`config.mk`:
```
export PLATFORM = sky130hd
export DESIGN_NAME = velocity_command_slew_limiter_flat
export DESIGN_NICKNAME = d
export VERILOG_FILES = /design/src/rtl/core/vcsl_pkg.sv /design/src/rtl/core/vcsl_in_if.sv /design/src/rtl/core/vcsl_out_if.sv /design/src/rtl/core/vcsl_cfg_if.sv /design/src/rtl/core/vcsl_cfg_regs.sv /design/src/rtl/core/vcsl_useq.sv /design/src/rtl/core/vcsl_datapath.sv /design/src/rtl/core/velocity_command_slew_limiter.sv /design/src/flat_wrapper.sv
export SDC_FILE = /design/constraint.sdc
export NUM_CORES = 2
export LEC_CHECK = 0
export ABC_AREA = 1
export BUFFER_PORTS_ARGS = -buffer_cell sky130_fd_sc_hd__buf_2
export CORE_MARGIN = 2
export CORE_UTILIZATION = 55
export CTS_CLUSTER_DIAMETER = 120
export DETAILED_ROUTE_END_ITERATION = 8
export PLACE_DENSITY = 0.72
export SLEW_MARGIN = 0
export SYNTH_ARGS = -nofsm -noshare
export SYNTH_HDL_FRONTEND = slang
export SYNTH_HIERARCHICAL = 1
export SYNTH_SLANG_ARGS = --single-unit
```
`constraint.sdc`:
```
create_clock -name clk -period 12.8 [get_ports clk]
set_input_delay 2.56 -clock clk [delete_from_list [all_inputs] [get_ports clk]]
set_output_delay 2.56 -clock clk [all_outputs]
set_load 0.005 [all_outputs]
```
`src/rtl/core/vcsl_pkg.sv`:
```
`timescale 1ns / 1ps
// ----------------------------------------------------------------------------
// vcsl_pkg
// Types, constants and the microcode table shared by the slew limiter files.
// ----------------------------------------------------------------------------
package vcsl_pkg;

  localparam int unsigned VEL_W  = 16;   // velocity fields, two's complement
  localparam int unsigned LIM_W  = 15;   // speed limits
  localparam int unsigned ACC_W  = 16;   // acceleration limits
  localparam int unsigned DT_W   = 16;   // time step
  localparam int unsigned IDX_W  = 3;    // configuration register index
  localparam int unsigned CFG_DW = 16;   // configuration write data
  localparam int unsigned PC_W   = 5;    // microcode step counter
  localparam int unsigned SQ_W   = 2 * LIM_W;      // square of a limit
  localparam int unsigned MUL_AW = 16;             // multiplier operand A
  localparam int unsigned MUL_BW = SQ_W;           // multiplier operand B
  localparam int unsigned PROD_W = MUL_AW + MUL_BW;
  localparam int unsigned Q_W    = LIM_W;          // decoupling quotient
  localparam int unsigned CNT_W  = 4;

  localparam logic [CNT_W-1:0] DIV_STEPS = CNT_W'(Q_W);

  localparam logic [VEL_W-1:0] MIN_DV           = 16'd10;
  localparam logic [VEL_W-1:0] FORWARD_DEADBAND = 16'd10;
  localparam logic [VEL_W-1:0] SIDE_DEADBAND    = 16'd10;
  localparam logic [VEL_W-1:0] YAW_DEADBAND     = 16'd10;

  // Configuration register indexes.
  localparam logic [IDX_W-1:0] REG_MAX_FORWARD = 3'd0;
  localparam logic [IDX_W-1:0] REG_MAX_SIDE    = 3'd1;
  localparam logic [IDX_W-1:0] REG_MAX_YAW     = 3'd2;
  localparam logic [IDX_W-1:0] REG_FWD_ACCEL   = 3'd3;
  localparam logic [IDX_W-1:0] REG_SIDE_ACCEL  = 3'd4;
  localparam logic [IDX_W-1:0] REG_YAW_ACCEL   = 3'd5;
  localparam logic [IDX_W-1:0] REG_DECOUPLE    = 3'd6;

  // Micro-operations of the datapath.
  typedef logic [3:0] uop_t;
  localparam uop_t UOP_NOP      = 4'd0;
  localparam uop_t UOP_IDLE     = 4'd1;
  localparam uop_t UOP_CLAMP    = 4'd2;
  localparam uop_t UOP_MUL_MM   = 4'd3;
  localparam uop_t UOP_MUL_YY   = 4'd4;
  localparam uop_t UOP_SUB      = 4'd5;
  localparam uop_t UOP_MUL_SD   = 4'd6;
  localparam uop_t UOP_DIV_INIT = 4'd7;
  localparam uop_t UOP_DIV_STEP = 4'd8;
  localparam uop_t UOP_DIV_DONE = 4'd9;
  localparam uop_t UOP_MUL_AD   = 4'd10;
  localparam uop_t UOP_SLEW1    = 4'd11;
  localparam uop_t UOP_SLEW2    = 4'd12;
  localparam uop_t UOP_FINISH   = 4'd13;

  typedef logic [1:0] axis_t;
  localparam axis_t AX_FWD  = 2'd0;
  localparam axis_t AX_SIDE = 2'd1;
  localparam axis_t AX_YAW  = 2'd2;

  // Jump conditions.
  typedef logic [2:0] cond_t;
  localparam cond_t COND_NEVER    = 3'd0;
  localparam cond_t COND_ALWAYS   = 3'd1;
  localparam cond_t COND_NO_IN    = 3'd2;
  localparam cond_t COND_NO_DEC   = 3'd3;
  localparam cond_t COND_PASS     = 3'd4;
  localparam cond_t COND_DIV_MORE = 3'd5;
  localparam cond_t COND_OUT_FULL = 3'd6;

  typedef logic [PC_W-1:0] pc_t;
  localparam pc_t ST_IDLE   = 5'd0;
  localparam pc_t ST_DIV    = 5'd9;
  localparam pc_t ST_SLEW   = 5'd11;
  localparam pc_t ST_FINISH = 5'd20;

  typedef struct packed {
    uop_t  op;
    axis_t axis;
    cond_t cond;
    pc_t   target;
  } ucode_t;

  typedef struct packed {
    uop_t  op;
    axis_t axis;
  } ctrl_t;

  typedef struct packed {
    logic no_input;
    logic no_decouple;
    logic pass;
    logic div_more;
    logic out_full;
  } stat_t;

  typedef struct packed {
    logic [LIM_W-1:0] max_forward;
    logic [LIM_W-1:0] max_side;
    logic [LIM_W-1:0] max_yaw;
    logic [ACC_W-1:0] fwd_accel;
    logic [ACC_W-1:0] side_accel;
    logic [ACC_W-1:0] yaw_accel;
    logic             decouple;
  } cfg_t;

  // The control program. A step whose condition holds jumps to its target,
  // otherwise the step counter advances by one.
  function automatic ucode_t ucode_rom(input pc_t pc);
    ucode_t w;
    case (pc)
      5'd0:    w = '{UOP_IDLE,     AX_FWD,  COND_NO_IN,    ST_IDLE};
      5'd1:    w = '{UOP_CLAMP,    AX_FWD,  COND_NEVER,    ST_IDLE};
      5'd2:    w = '{UOP_CLAMP,    AX_SIDE, COND_NEVER,    ST_IDLE};
      5'd3:    w = '{UOP_CLAMP,    AX_YAW,  COND_NO_DEC,   ST_SLEW};
      5'd4:    w = '{UOP_MUL_MM,   AX_YAW,  COND_NEVER,    ST_IDLE};
      5'd5:    w = '{UOP_MUL_YY,   AX_YAW,  COND_NEVER,    ST_IDLE};
      5'd6:    w = '{UOP_SUB,      AX_YAW,  COND_NEVER,    ST_IDLE};
      5'd7:    w = '{UOP_MUL_SD,   AX_SIDE, COND_NEVER,    ST_IDLE};
      5'd8:    w = '{UOP_DIV_INIT, AX_SIDE, COND_NEVER,    ST_IDLE};
      5'd9:    w = '{UOP_DIV_STEP, AX_SIDE, COND_DIV_MORE, ST_DIV};
      5'd10:   w = '{UOP_DIV_DONE, AX_SIDE, COND_NEVER,    ST_IDLE};
      5'd11:   w = '{UOP_MUL_AD,   AX_FWD,  COND_PASS,     ST_FINISH};
      5'd12:   w = '{UOP_SLEW1,    AX_FWD,  COND_NEVER,    ST_IDLE};
      5'd13:   w = '{UOP_SLEW2,    AX_FWD,  COND_NEVER,    ST_IDLE};
      5'd14:   w = '{UOP_MUL_AD,   AX_SIDE, COND_NEVER,    ST_IDLE};
      5'd15:   w = '{UOP_SLEW1,    AX_SIDE, COND_NEVER,    ST_IDLE};
      5'd16:   w = '{UOP_SLEW2,    AX_SIDE, COND_NEVER,    ST_IDLE};
      5'd17:   w = '{UOP_MUL_AD,   AX_YAW,  COND_NEVER,    ST_IDLE};
      5'd18:   w = '{UOP_SLEW1,    AX_YAW,  COND_NEVER,    ST_IDLE};
      5'd19:   w = '{UOP_SLEW2,    AX_YAW,  COND_NEVER,    ST_IDLE};
      5'd20:   w = '{UOP_FINISH,   AX_FWD,  COND_OUT_FULL, ST_FINISH};
      default: w = '{UOP_NOP,      AX_FWD,  COND_ALWAYS,   ST_IDLE};
    endcase
    return w;
  endfunction

endpackage

```
`src/rtl/core/vcsl_in_if.sv`:
```
`timescale 1ns / 1ps
// ----------------------------------------------------------------------------
// vcsl_in_if
// Velocity target channel: three axis targets, time step and restart flag.
// ----------------------------------------------------------------------------
interface vcsl_in_if;
  logic                                valid;
  logic                                ready;
  logic signed [vcsl_pkg::VEL_W-1:0]   target_forward;
  logic signed [vcsl_pkg::VEL_W-1:0]   target_side;
  logic signed [vcsl_pkg::VEL_W-1:0]   target_yaw;
  logic        [vcsl_pkg::DT_W-1:0]    step_time;
  logic                                restart;

  modport source (
    output valid, target_forward, target_side, target_yaw, step_time, restart,
    input  ready
  );
  modport sink (
    input  valid, target_forward, target_side, target_yaw, step_time, restart,
    output ready
  );
endinterface

```
`src/rtl/core/vcsl_out_if.sv`:
```
`timescale 1ns / 1ps
// ----------------------------------------------------------------------------
// vcsl_out_if
// Smoothed velocity command channel.
// ----------------------------------------------------------------------------
interface vcsl_out_if;
  logic                              valid;
  logic                              ready;
  logic signed [vcsl_pkg::VEL_W-1:0] out_forward;
  logic signed [vcsl_pkg::VEL_W-1:0] out_side;
  logic signed [vcsl_pkg::VEL_W-1:0] out_yaw;

  modport source (output valid, out_forward, out_side, out_yaw, input ready);
  modport sink   (input  valid, out_forward, out_side, out_yaw, output ready);
endinterface

```
`src/rtl/core/vcsl_cfg_if.sv`:
```
`timescale 1ns / 1ps
// ----------------------------------------------------------------------------
// vcsl_cfg_if
// Configuration write channel: register index and write data.
// ----------------------------------------------------------------------------
interface vcsl_cfg_if;
  logic                          valid;
  logic                          ready;
  logic [vcsl_pkg::IDX_W-1:0]    reg_index;
  logic [vcsl_pkg::CFG_DW-1:0]   wdata;

  modport source (output valid, reg_index, wdata, input ready);
  modport sink   (input  valid, reg_index, wdata, output ready);
endinterface

```
`src/rtl/core/vcsl_cfg_regs.sv`:
```
`timescale 1ns / 1ps
// ----------------------------------------------------------------------------
// vcsl_cfg_regs
// Limit and acceleration registers, written through the configuration port.
// ----------------------------------------------------------------------------
module vcsl_cfg_regs (
  input  logic            clk,
  input  logic            rst_n,
  vcsl_cfg_if.sink        cfg_ch,
  output vcsl_pkg::cfg_t  cfg
);

  vcsl_pkg::cfg_t cfg_r;
  logic           wr_en;

  assign cfg_ch.ready = 1'b1;
  assign wr_en        = cfg_ch.valid;
  assign cfg          = cfg_r;

  always_ff @(posedge clk) begin
    if (!rst_n) begin
      cfg_r.max_forward <= 15'd1024;
      cfg_r.max_side    <= 15'd512;
      cfg_r.max_yaw     <= 15'd1024;
      cfg_r.fwd_accel   <= 16'd1024;
      cfg_r.side_accel  <= 16'd1024;
      cfg_r.yaw_accel   <= 16'd1024;
      cfg_r.decouple    <= 1'b1;
    end else if (wr_en) begin
      case (cfg_ch.reg_index)
        vcsl_pkg::REG_MAX_FORWARD: cfg_r.max_forward <= cfg_ch.wdata[vcsl_pkg::LIM_W-1:0];
        vcsl_pkg::REG_MAX_SIDE:    cfg_r.max_side    <= cfg_ch.wdata[vcsl_pkg::LIM_W-1:0];
        vcsl_pkg::REG_MAX_YAW:     cfg_r.max_yaw     <= cfg_ch.wdata[vcsl_pkg::LIM_W-1:0];
        vcsl_pkg::REG_FWD_ACCEL:   cfg_r.fwd_accel   <= cfg_ch.wdata[vcsl_pkg::ACC_W-1:0];
        vcsl_pkg::REG_SIDE_ACCEL:  cfg_r.side_accel  <= cfg_ch.wdata[vcsl_pkg::ACC_W-1:0];
        vcsl_pkg::REG_YAW_ACCEL:   cfg_r.yaw_accel   <= cfg_ch.wdata[vcsl_pkg::ACC_W-1:0];
        vcsl_pkg::REG_DECOUPLE:    cfg_r.decouple    <= cfg_ch.wdata[0];
        default: ;
      endcase
    end
  end

endmodule

```
`src/rtl/core/vcsl_useq.sv`:
```
`timescale 1ns / 1ps
// ----------------------------------------------------------------------------
// vcsl_useq
// Microcode sequencer: step counter, control store and conditional jumps.
// ----------------------------------------------------------------------------
module vcsl_useq (
  input  logic             clk,
  input  logic             rst_n,
  input  vcsl_pkg::stat_t  stat,
  output vcsl_pkg::ctrl_t  ctrl
);

  vcsl_pkg::pc_t    pc_r;
  vcsl_pkg::pc_t    pc_nxt;
  vcsl_pkg::ucode_t word;
  logic             take_jump;

  assign word      = vcsl_pkg::ucode_rom(pc_r);
  assign ctrl.op   = word.op;
  assign ctrl.axis = word.axis;

  always_comb begin
    case (word.cond)
      vcsl_pkg::COND_NEVER:    take_jump = 1'b0;
      vcsl_pkg::COND_ALWAYS:   take_jump = 1'b1;
      vcsl_pkg::COND_NO_IN:    take_jump = stat.no_input;
      vcsl_pkg::COND_NO_DEC:   take_jump = stat.no_decouple;
      vcsl_pkg::COND_PASS:     take_jump = stat.pass;
      vcsl_pkg::COND_DIV_MORE: take_jump = stat.div_more;
      vcsl_pkg::COND_OUT_FULL: take_jump = stat.out_full;
      default:                 take_jump = 1'b1;
    endcase
    pc_nxt = take_jump ? word.target : pc_r + 5'd1;
  end

  always_ff @(posedge clk) begin
    if (!rst_n) begin
      pc_r <= vcsl_pkg::ST_IDLE;
    end else begin
      pc_r <= pc_nxt;
    end
  end

endmodule

```
`src/rtl/core/vcsl_datapath.sv`:
```
`timescale 1ns / 1ps
// ----------------------------------------------------------------------------
// vcsl_datapath
// Axis registers, shared multiplier, restoring divider step, slew and clamp
// logic and the output register, all steered by the microcode.
// ----------------------------------------------------------------------------
module vcsl_datapath (
  input  logic             clk,
  input  logic             rst_n,
  input  vcsl_pkg::cfg_t   cfg,
  input  vcsl_pkg::ctrl_t  ctrl,
  output vcsl_pkg::stat_t  stat,
  vcsl_in_if.sink          in_ch,
  vcsl_out_if.source       out_ch
);

  localparam int unsigned VW = vcsl_pkg::VEL_W;

  logic signed [VW-1:0]                  tgt_r  [3];
  logic signed [VW-1:0]                  prev_r [3];
  logic [vcsl_pkg::DT_W-1:0]             dt_r;
  logic                                  restart_r;
  logic                                  first_r;
  logic [vcsl_pkg::PROD_W-1:0]           prod_r;
  logic [vcsl_pkg::SQ_W-1:0]             m2_r;
  logic [vcsl_pkg::SQ_W-1:0]             diff_r;
  logic [vcsl_pkg::SQ_W-1:0]             rem_r;
  logic [vcsl_pkg::Q_W-1:0]              dq_r;
  logic [vcsl_pkg::CNT_W-1:0]            cnt_r;
  logic signed [VW:0]                    step_r;
  logic signed [VW-1:0]                  out_fwd_r;
  logic signed [VW-1:0]                  out_side_r;
  logic signed [VW-1:0]                  out_yaw_r;
  logic                                  out_valid_r;

  logic signed [VW-1:0]                  cur_tgt;
  logic signed [VW-1:0]                  cur_prev;
  logic [vcsl_pkg::LIM_W-1:0]            cur_lim;
  logic [vcsl_pkg::ACC_W-1:0]            cur_acc;
  logic [vcsl_pkg::MUL_AW-1:0]           mul_a;
  logic [vcsl_pkg::MUL_BW-1:0]           mul_b;
  logic                                  mul_en;
  logic                                  accept;
  logic                                  finish;
  logic [vcsl_pkg::SQ_W:0]               div_trial;
  logic                                  div_bit;
  logic [VW-1:0]                         dv;
  logic signed [VW:0]                    delta;
  logic signed [VW:0]                    dv_s;
  logic signed [VW:0]                    step_nxt;
  logic signed [VW+1:0]                  slew_sum;
  logic [vcsl_pkg::Q_W:0]                q_ext;

  function automatic logic signed [VW-1:0] clamp_sym(input logic signed [VW+1:0] v,
                                                      input logic [vcsl_pkg::LIM_W-1:0] lim);
    logic signed [VW+1:0] hi;
    logic signed [VW+1:0] lo;
    logic signed [VW+1:0] r;
    hi = signed'((VW+2)'(lim));
    lo = -hi;
    if (v > hi) begin
      r = hi;
    end else if (v < lo) begin
      r = lo;
    end else begin
      r = v;
    end
    return r[VW-1:0];
  endfunction

  // Clamped values never reach the most negative code, so the magnitude fits.
  function automatic logic [vcsl_pkg::LIM_W-1:0] mag15(input logic signed [VW-1:0] v);
    logic signed [VW-1:0] m;
    m = v[VW-1] ? -v : v;
    return m[vcsl_pkg::LIM_W-1:0];
  endfunction

  function automatic logic signed [VW-1:0] deadband(input logic signed [VW-1:0] v,
                                                     input logic [VW-1:0] band);
    logic signed [VW-1:0] m;
    m = v[VW-1] ? -v : v;
    return (unsigned'(m) < band) ? '0 : v;
  endfunction

  assign cur_tgt  = tgt_r[ctrl.axis];
  assign cur_prev = prev_r[ctrl.axis];

  always_comb begin
    case (ctrl.axis)
      vcsl_pkg::AX_FWD:  begin cur_lim = cfg.max_forward; cur_acc = cfg.fwd_accel;  end
      vcsl_pkg::AX_SIDE: begin cur_lim = cfg.max_side;    cur_acc = cfg.side_accel; end
      vcsl_pkg::AX_YAW:  begin cur_lim = cfg.max_yaw;     cur_acc = cfg.yaw_accel;  end
      default:           begin cur_lim = cfg.max_forward; cur_acc = cfg.fwd_accel;  end
    endcase
  end

  // Operand selection for the shared multiplier.
  always_comb begin
    mul_en = 1'b1;
    case (ctrl.op)
      vcsl_pkg::UOP_MUL_MM: begin
        mul_a = vcsl_pkg::MUL_AW'(cfg.max_yaw);
        mul_b = vcsl_pkg::MUL_BW'(cfg.max_yaw);
      end
      vcsl_pkg::UOP_MUL_YY: begin
        mul_a = vcsl_pkg::MUL_AW'(mag15(tgt_r[vcsl_pkg::AX_YAW]));
        mul_b = vcsl_pkg::MUL_BW'(mag15(tgt_r[vcsl_pkg::AX_YAW]));
      end
      vcsl_pkg::UOP_MUL_SD: begin
        mul_a = vcsl_pkg::MUL_AW'(mag15(tgt_r[vcsl_pkg::AX_SIDE]));
        mul_b = diff_r;
      end
      vcsl_pkg::UOP_MUL_AD: begin
        mul_a = cur_acc;
        mul_b = vcsl_pkg::MUL_BW'(dt_r);
      end
      default: begin
        mul_en = 1'b0;
        mul_a  = '0;
        mul_b  = '0;
      end
    endcase
  end

  // One restoring division step: the remainder is always below the divisor.
  assign div_trial = {rem_r, dq_r[vcsl_pkg::Q_W-1]};
  assign div_bit   = (div_trial >= {1'b0, m2_r});
  assign q_ext     = {1'b0, dq_r};

  // Step toward the target, limited to the larger of accel*dt and the floor.
  assign dv       = (prod_r[VW+15:16] < vcsl_pkg::MIN_DV) ? vcsl_pkg::MIN_DV
                                                           : prod_r[VW+15:16];
  assign delta    = {cur_tgt[VW-1], cur_tgt} - {cur_prev[VW-1], cur_prev};
  assign dv_s     = signed'({1'b0, dv});
  assign step_nxt = (delta > dv_s) ? dv_s : ((delta < -dv_s) ? -dv_s : delta);
  assign slew_sum = {{2{cur_prev[VW-1]}}, cur_prev} + {step_r[VW], step_r};

  assign accept = in_ch.valid && (ctrl.op == vcsl_pkg::UOP_IDLE);
  assign finish = (ctrl.op == vcsl_pkg::UOP_FINISH) && !stat.out_full;

  assign in_ch.ready        = (ctrl.op == vcsl_pkg::UOP_IDLE);
  assign out_ch.valid       = out_valid_r;
  assign out_ch.out_forward = out_fwd_r;
  assign out_ch.out_side    = out_side_r;
  assign out_ch.out_yaw     = out_yaw_r;

  assign stat.no_input    = !in_ch.valid;
  assign stat.no_decouple = !(cfg.decouple && (cfg.max_yaw > 15'd1));
  assign stat.pass        = first_r || restart_r || (dt_r == '0);
  assign stat.div_more    = (cnt_r != 4'd1);
  assign stat.out_full    = out_valid_r && !out_ch.ready;

  // Control state.
  always_ff @(posedge clk) begin
    if (!rst_n) begin
      first_r     <= 1'b1;
      out_valid_r <= 1'b0;
      cnt_r       <= '0;
      for (int i = 0; i < 3; i++) begin
        prev_r[i] <= '0;
      end
    end else begin
      if (finish) begin
        first_r     <= 1'b0;
        out_valid_r <= 1'b1;
        for (int i = 0; i < 3; i++) begin
          prev_r[i] <= tgt_r[i];
        end
      end else if (out_ch.ready) begin
        out_valid_r <= 1'b0;
      end
      if (ctrl.op == vcsl_pkg::UOP_DIV_INIT) begin
        cnt_r <= vcsl_pkg::DIV_STEPS;
      end else if (ctrl.op == vcsl_pkg::UOP_DIV_STEP) begin
        cnt_r <= cnt_r - 4'd1;
      end
    end
  end

  // Payload registers.
  always_ff @(posedge clk) begin
    if (mul_en) begin
      prod_r <= vcsl_pkg::PROD_W'(mul_a) * vcsl_pkg::PROD_W'(mul_b);
    end
    if (accept) begin
      tgt_r[vcsl_pkg::AX_FWD]  <= in_ch.target_forward;
      tgt_r[vcsl_pkg::AX_SIDE] <= in_ch.target_side;
      tgt_r[vcsl_pkg::AX_YAW]  <= in_ch.target_yaw;
      dt_r                     <= in_ch.step_time;
      restart_r                <= in_ch.restart;
    end
    case (ctrl.op)
      vcsl_pkg::UOP_CLAMP: begin
        tgt_r[ctrl.axis] <= clamp_sym({{2{cur_tgt[VW-1]}}, cur_tgt}, cur_lim);
      end
      vcsl_pkg::UOP_MUL_YY: begin
        m2_r <= prod_r[vcsl_pkg::SQ_W-1:0];
      end
      vcsl_pkg::UOP_SUB: begin
        diff_r <= m2_r - prod_r[vcsl_pkg::SQ_W-1:0];
      end
      vcsl_pkg::UOP_DIV_INIT: begin
        // The quotient never exceeds the lateral magnitude, so the top bits
        // of the product already sit below the divisor.
        rem_r <= prod_r[vcsl_pkg::Q_W +: vcsl_pkg::SQ_W];
        dq_r  <= prod_r[vcsl_pkg::Q_W-1:0];
      end
      vcsl_pkg::UOP_DIV_STEP: begin
        rem_r <= div_bit ? vcsl_pkg::SQ_W'(div_trial - {1'b0, m2_r})
                         : div_trial[vcsl_pkg::SQ_W-1:0];
        dq_r  <= {dq_r[vcsl_pkg::Q_W-2:0], div_bit};
      end
      vcsl_pkg::UOP_DIV_DONE: begin
        tgt_r[vcsl_pkg::AX_SIDE] <= tgt_r[vcsl_pkg::AX_SIDE][VW-1]
                                    ? -signed'(q_ext) : signed'(q_ext);
      end
      vcsl_pkg::UOP_SLEW1: begin
        step_r <= step_nxt;
      end
      vcsl_pkg::UOP_SLEW2: begin
        tgt_r[ctrl.axis] <= clamp_sym(slew_sum, cur_lim);
      end
      default: ;
    endcase
    if (finish) begin
      out_fwd_r  <= deadband(tgt_r[vcsl_pkg::AX_FWD],  vcsl_pkg::FORWARD_DEADBAND);
      out_side_r <= deadband(tgt_r[vcsl_pkg::AX_SIDE], vcsl_pkg::SIDE_DEADBAND);
      out_yaw_r  <= deadband(tgt_r[vcsl_pkg::AX_YAW],  vcsl_pkg::YAW_DEADBAND);
    end
  end

endmodule

```
`src/rtl/core/velocity_command_slew_limiter.sv`:
```
`timescale 1ns / 1ps
// ----------------------------------------------------------------------------
// velocity_command_slew_limiter
// Three-axis velocity command slew limiter with lateral decoupling.
// ----------------------------------------------------------------------------
// Takes one velocity target beat at a time and returns one smoothed command
// beat for it. A beat that passes straight through (first beat after reset,
// restart set, or a zero time step) skips the slew steps; decoupling adds the
// multiply, subtract and divide steps. The next beat is accepted only after
// the result register is loaded, which waits while a previous result is held
// and out_ch.ready is low. The block runs a microcoded sequence over one shared
// multiplier, with the lateral decoupling division done by a 15-step restoring
// divider. Configuration writes are taken in every cycle and must only be
// issued while the block is idle.
module velocity_command_slew_limiter (
  input  logic        clk,
  input  logic        rst_n,
  vcsl_in_if.sink     in_ch,
  vcsl_out_if.source  out_ch,
  vcsl_cfg_if.sink    cfg_ch
);

  vcsl_pkg::cfg_t  cfg;
  vcsl_pkg::ctrl_t ctrl;
  vcsl_pkg::stat_t stat;

  vcsl_cfg_regs u_cfg_regs (
    .clk    (clk),
    .rst_n  (rst_n),
    .cfg_ch (cfg_ch),
    .cfg    (cfg)
  );

  vcsl_useq u_useq (
    .clk   (clk),
    .rst_n (rst_n),
    .stat  (stat),
    .ctrl  (ctrl)
  );

  vcsl_datapath u_datapath (
    .clk    (clk),
    .rst_n  (rst_n),
    .cfg    (cfg),
    .ctrl   (ctrl),
    .stat   (stat),
    .in_ch  (in_ch),
    .out_ch (out_ch)
  );

endmodule
```
`src/flat_wrapper.sv`:
```
// flat-port wrapper written by rule: the top's interface ports become plain ports
module velocity_command_slew_limiter_flat 
  (clk, rst_n, in_ch_valid, in_ch_target_forward, in_ch_target_side, in_ch_target_yaw, in_ch_step_time, in_ch_restart, in_ch_ready, out_ch_valid, out_ch_out_forward, out_ch_out_side, out_ch_out_yaw, out_ch_ready, cfg_ch_valid, cfg_ch_reg_index, cfg_ch_wdata, cfg_ch_ready);
  vcsl_in_if in_ch_i ();
  vcsl_out_if out_ch_i ();
  vcsl_cfg_if cfg_ch_i ();
  input  logic clk;
  input  logic rst_n;
  input wire logic [$bits(in_ch_i.valid)-1:0] in_ch_valid;
  input wire logic [$bits(in_ch_i.target_forward)-1:0] in_ch_target_forward;
  input wire logic [$bits(in_ch_i.target_side)-1:0] in_ch_target_side;
  input wire logic [$bits(in_ch_i.target_yaw)-1:0] in_ch_target_yaw;
  input wire logic [$bits(in_ch_i.step_time)-1:0] in_ch_step_time;
  input wire logic [$bits(in_ch_i.restart)-1:0] in_ch_restart;
  output wire logic [$bits(in_ch_i.ready)-1:0] in_ch_ready;
  output wire logic [$bits(out_ch_i.valid)-1:0] out_ch_valid;
  output wire logic [$bits(out_ch_i.out_forward)-1:0] out_ch_out_forward;
  output wire logic [$bits(out_ch_i.out_side)-1:0] out_ch_out_side;
  output wire logic [$bits(out_ch_i.out_yaw)-1:0] out_ch_out_yaw;
  input wire logic [$bits(out_ch_i.ready)-1:0] out_ch_ready;
  input wire logic [$bits(cfg_ch_i.valid)-1:0] cfg_ch_valid;
  input wire logic [$bits(cfg_ch_i.reg_index)-1:0] cfg_ch_reg_index;
  input wire logic [$bits(cfg_ch_i.wdata)-1:0] cfg_ch_wdata;
  output wire logic [$bits(cfg_ch_i.ready)-1:0] cfg_ch_ready;
  assign in_ch_i.valid = in_ch_valid;
  assign in_ch_i.target_forward = in_ch_target_forward;
  assign in_ch_i.target_side = in_ch_target_side;
  assign in_ch_i.target_yaw = in_ch_target_yaw;
  assign in_ch_i.step_time = in_ch_step_time;
  assign in_ch_i.restart = in_ch_restart;
  assign in_ch_ready = in_ch_i.ready;
  assign out_ch_valid = out_ch_i.valid;
  assign out_ch_out_forward = out_ch_i.out_forward;
  assign out_ch_out_side = out_ch_i.out_side;
  assign out_ch_out_yaw = out_ch_i.out_yaw;
  assign out_ch_i.ready = out_ch_ready;
  assign cfg_ch_i.valid = cfg_ch_valid;
  assign cfg_ch_i.reg_index = cfg_ch_reg_index;
  assign cfg_ch_i.wdata = cfg_ch_wdata;
  assign cfg_ch_ready = cfg_ch_i.ready;
  velocity_command_slew_limiter u_core (.clk(clk), .rst_n(rst_n), .in_ch(in_ch_i), .out_ch(out_ch_i), .cfg_ch(cfg_ch_i));
endmodule
```
==> results by group <==
Route
  • DRT Wirelength: about 150,000 um
  • Post-route ant nets: 0
  • Detailed-route vias per instance: 5.73
  • Vias: 40,400
  • Top routing layer in use: met5
  • Drt first pass iters: 6
  • # DRC: 0
  • WL met1: approximately 57,000 um
  • Metal3 WL: around 14,000 um
  • First DRT Iteration DRCs: around 4,200
  • WL/cell: 21.1 um
  • Routed wire length on met2: around 70,000 um

Status
  • Outcome: finished, final reports clean

Synthesis
  • Top_reg_cell synth: edfxtp_1
  • Post-synth top area share: 22.4%
  • Post-synth EDFFs: approximately 340
  • Synth async-reset ratio: 0%
  • Seq/Total Area, Yosys: roughly 27%
  • Mean Syn Cell Area: between 7 and 8 um2
  • Synth area leaders: edfxtp_1, fa_1, nand2_1
  • Cell taking the most area after synthesis: edfxtp_1
  • Flops & latches, synth: 461
  • YS warnings: 6
  • Yosys cell types: between 70 and 80
  • Synth Cell Area: around 46,000 um2
  • Cells after Synth: 5,869

Worst setup path
  • Req. time, crit path: roughly 13 ns
  • Slowest stage delay, CP: 0.90 ns
  • Most frequent CP cell: fa_1
  • Critical path class: reg -> reg
  • Worst-path maximum fanout: 52
  • Setup crit end kind: register
  • Slowest-stage cell, CP: ha_1
  • Crit start category: register
  • Worst EP arrival: 10.26 ns

Clocking
  • # Post-CTS Setup Buffers: 0
  • Clock Tree Buf Depth: 3
  • Htree depth: 2
  • CTS tree: built
  • CTS Buf Count: around 50
  • Clock root buffer: clkbuf_16
  • CTS Sinks: approximately 460
  • Hold bufs inserted after CTS: 0
  • Clk_lat worst skew: 0.63 ns
  • Post-CTS Resized: 0
  • Reg clk slew, reported paths: around 0.07 ns

Floorplanning
  • Row cnt: approximately 110
  • Ports: 140
  • Die W: slightly below 300 um
  • Core area: about 83,000 um2
  • Die area: 86,100 um2
  • Die height: slightly below 300 um
  • Initial core utilization: between 50% and 60%

Cells and area
  • Fin util: 59.2%
  • Nets: around 6,700
  • Synth-to-Final Area Change: 6.94%
  • Cell Count, Final, Fillers Out: 7,045
  • Layout cells sized above 1: approximately 7.8%
  • Fillers: 7,644

Timing
  • PnR worst setup slack: approximately 3 ns
  • Actual slew at the worst max-slew pin: between 1 and 1.5 ns
  • Final min period: 9.88 ns
  • Setup violations, final: 0
  • Worst Hold Slack: around 0.45 ns
  • Max Clock Freq: 101 MHz
  • Period utilisation layout: ~77%
  • Final Skew: approximately 0.038 ns
  • Setup TNS: 0 ns
  • Slew Limit Headroom: 14.4%
  • Final Hold Viols: 0
  • Fin. max-slew vios: 0
  • RSZ-0062 raised after global routing: false

Place
  • Pre-CTS setup slack: 3.10 ns
  • Hpwl dp: around 120,000 um
  • Placed Cells: 6,949
  • Final Wtd Congestion: around 1.0
  • # port buffers: 138

GRT
  • Antenna violations before repair: 2
  • First-pass GRT wire length: 229,000 um
  • Vias in the first global route: between 30,000 and 40,000
  • GRT Residual Overflow: 0
  • Largest net degree at the start of global routing: roughly 110
  • Total GRT Usage: roughly a third

Power and ir drop
  • VDD IR-drop max: roughly 0.21 mV
  • Pwr dens: around 250 nW/um2
  • Pleak: 23.9 nW

Hold path
  • Hold crit path type: reg -> reg

Run
  • Max Cap Viol: 0
## registers in the layout, summed over array words and instances (netlist names)
signal,cells
u_core/u_datapath/out_ch.valid,1
u_core/u_datapath/diff_r,30
u_core/u_datapath/out_ch.out_forward,16
u_core/u_datapath/restart_r,1
u_core/u_useq/pc_r,5
u_core/u_datapath/m2_r,30
u_core/u_datapath/dt_r,16
u_core/u_cfg_regs/cfg,94
u_core/u_datapath/step_r,17
u_core/u_datapath/prod_r,45
u_core/u_datapath/cnt_r,4
u_core/u_datapath/tgt_r,64
u_core/u_datapath/out_ch.out_yaw,16
u_core/u_datapath/dq_r,15
u_core/u_datapath/first_r,1
u_core/u_datapath/rem_r,30
u_core/u_useq/word,12
u_core/u_datapath/out_ch.out_side,16
u_core/u_datapath/prev_r,48
## layout by cell type, fill, tap and decap left out, types with 9 or more instances in the layout
cell       netlist  final
edfxtp_1       344    344
dfxtp_1        117    117
nand4_1         67     67
clkbuf_16        0     52
nor2_4          24     27
nor2_1         624    618
o22ai_1          9      9
o21ai_1         26     26
inv_2           33     33
or2_2           22     22
nand2_2         31     33
nor3_1          32     31
a31oi_1         32     32
clkinv_1         8     20
inv_1          989    989
nor4_1          20     19
buf_4           17     46
o21bai_1        18     18
o211ai_1        36     36
fa_1           393    393
a21o_1          24     24
nand3_1        270    270
o31ai_1         17     17
xnor2_1         58     58
nand3_2         21     21
o21ai_0        237    237
xor2_1         119    119
nand2_1       1420   1418
o21a_1          10     10
a21oi_1        237    237
nor2_2          13     16
ha_1           314    314
buf_2           88    137
conb_1           3     15
## critical path: cells and delay by family, from the launching register on
family                     cells  cell delay [ns]
buffers and inverters          8             2.37
adders and majority gates      8             4.28
and+or+nand+nor                9             1.76
AOI/OAI and AO/OA              4             0.88
DFF                            1             0.31
## per-stage QoR
step	power (mW)	cell area [um2]
detailed placement	10.7	47600
global placement	10.6	47600
finish	12.4	49300
global route	13.4	49300
floorplan	8.24	46100
CTS	12.2	49300
## cells in the mapped netlist (10+ instances only)
cell type / count
o31ai_1: 17
nor2_1: 624
o211ai_1: 36
inv_1: 989
xnor2_1: 58
fa_1: 393
a31oi_1: 32
o21ai_1: 26
inv_2: 33
or2_2: 22
nand3_1: 270
nand3_2: 21
a21o_1: 24
nand2_2: 31
buf_2: 88
nor2_2: 13
o21a_1: 10
nor2_4: 24
ha_1: 314
nand4_1: 67
clkbuf_1: 75
nor4_1: 20
o21ai_0: 237
nor3_1: 32
a21oi_1: 237
o21bai_1: 18
xor2_1: 119
dfxtp_1: 117
edfxtp_1: 344
nand2_1: 1420
buf_4: 17
## cell families after synthesis
kind of cell | share of synthesized area (%)
buf+inv | 10.5
compound gates | 8.91
other cells | 0.0244
mux | 0.0217
simple gates | 24.1
flops | 27.5
xor+xnor | 3.36
fa+ha+maj | 25.6
## layout make-up
class / instances / area [um2] / area share [%]
clock buffers: 58 / 1320 / 2.69
multi-input cells: 4195 / 28700 / 58.1
diodes: 2 / 5.00 / 0.0102
well taps: 1080 / 1350 / 2.74
repair buffers: 183 / 1030 / 2.09
clock inverters: 36 / 380 / 0.772
flip-flops and latches: 461 / 12700 / 25.7
inverters: 1030 / 3870 / 7.84
## path summary, 6_finish.rpt
| kind | to | slack (ns) | startpoint | depth (start not counted) |
|---|---|---|---|---|
| worst min-delay path | u_core/u_datapath/m2_r[3] | 0.45 | u_core/u_datapath/prod_r[3] | 0 |
| worst min register to register | u_core/u_datapath/m2_r[3] | 0.45 | u_core/u_datapath/prod_r[3] | 0 |
| worst max-delay path | u_core/u_datapath/prod_r[32] | 2.92 | u_core/u_useq/word[8] | 29 |
| worst max register to register | u_core/u_datapath/prod_r[32] | 2.92 | u_core/u_useq/word[8] | 29 |
## metal layers
layer / track usage, % / vias to the layer above
met5: 0 / -
met4: 18.9 / 2
met3: 5.05 / 442
met2: 57.0 / 2086
met1: 44.2 / 19200
li1: - / 18700
## power by group
| part | internal [mW] | switching, mW |
|---|---|---|
| Clock | 0.852 | 0.661 |
| Sequential | 2.19 | 0.266 |
| Combinational | 2.53 | 5.93 |
| Total | 5.57 | 6.86 |
Power figures use the tool's default switching activity.
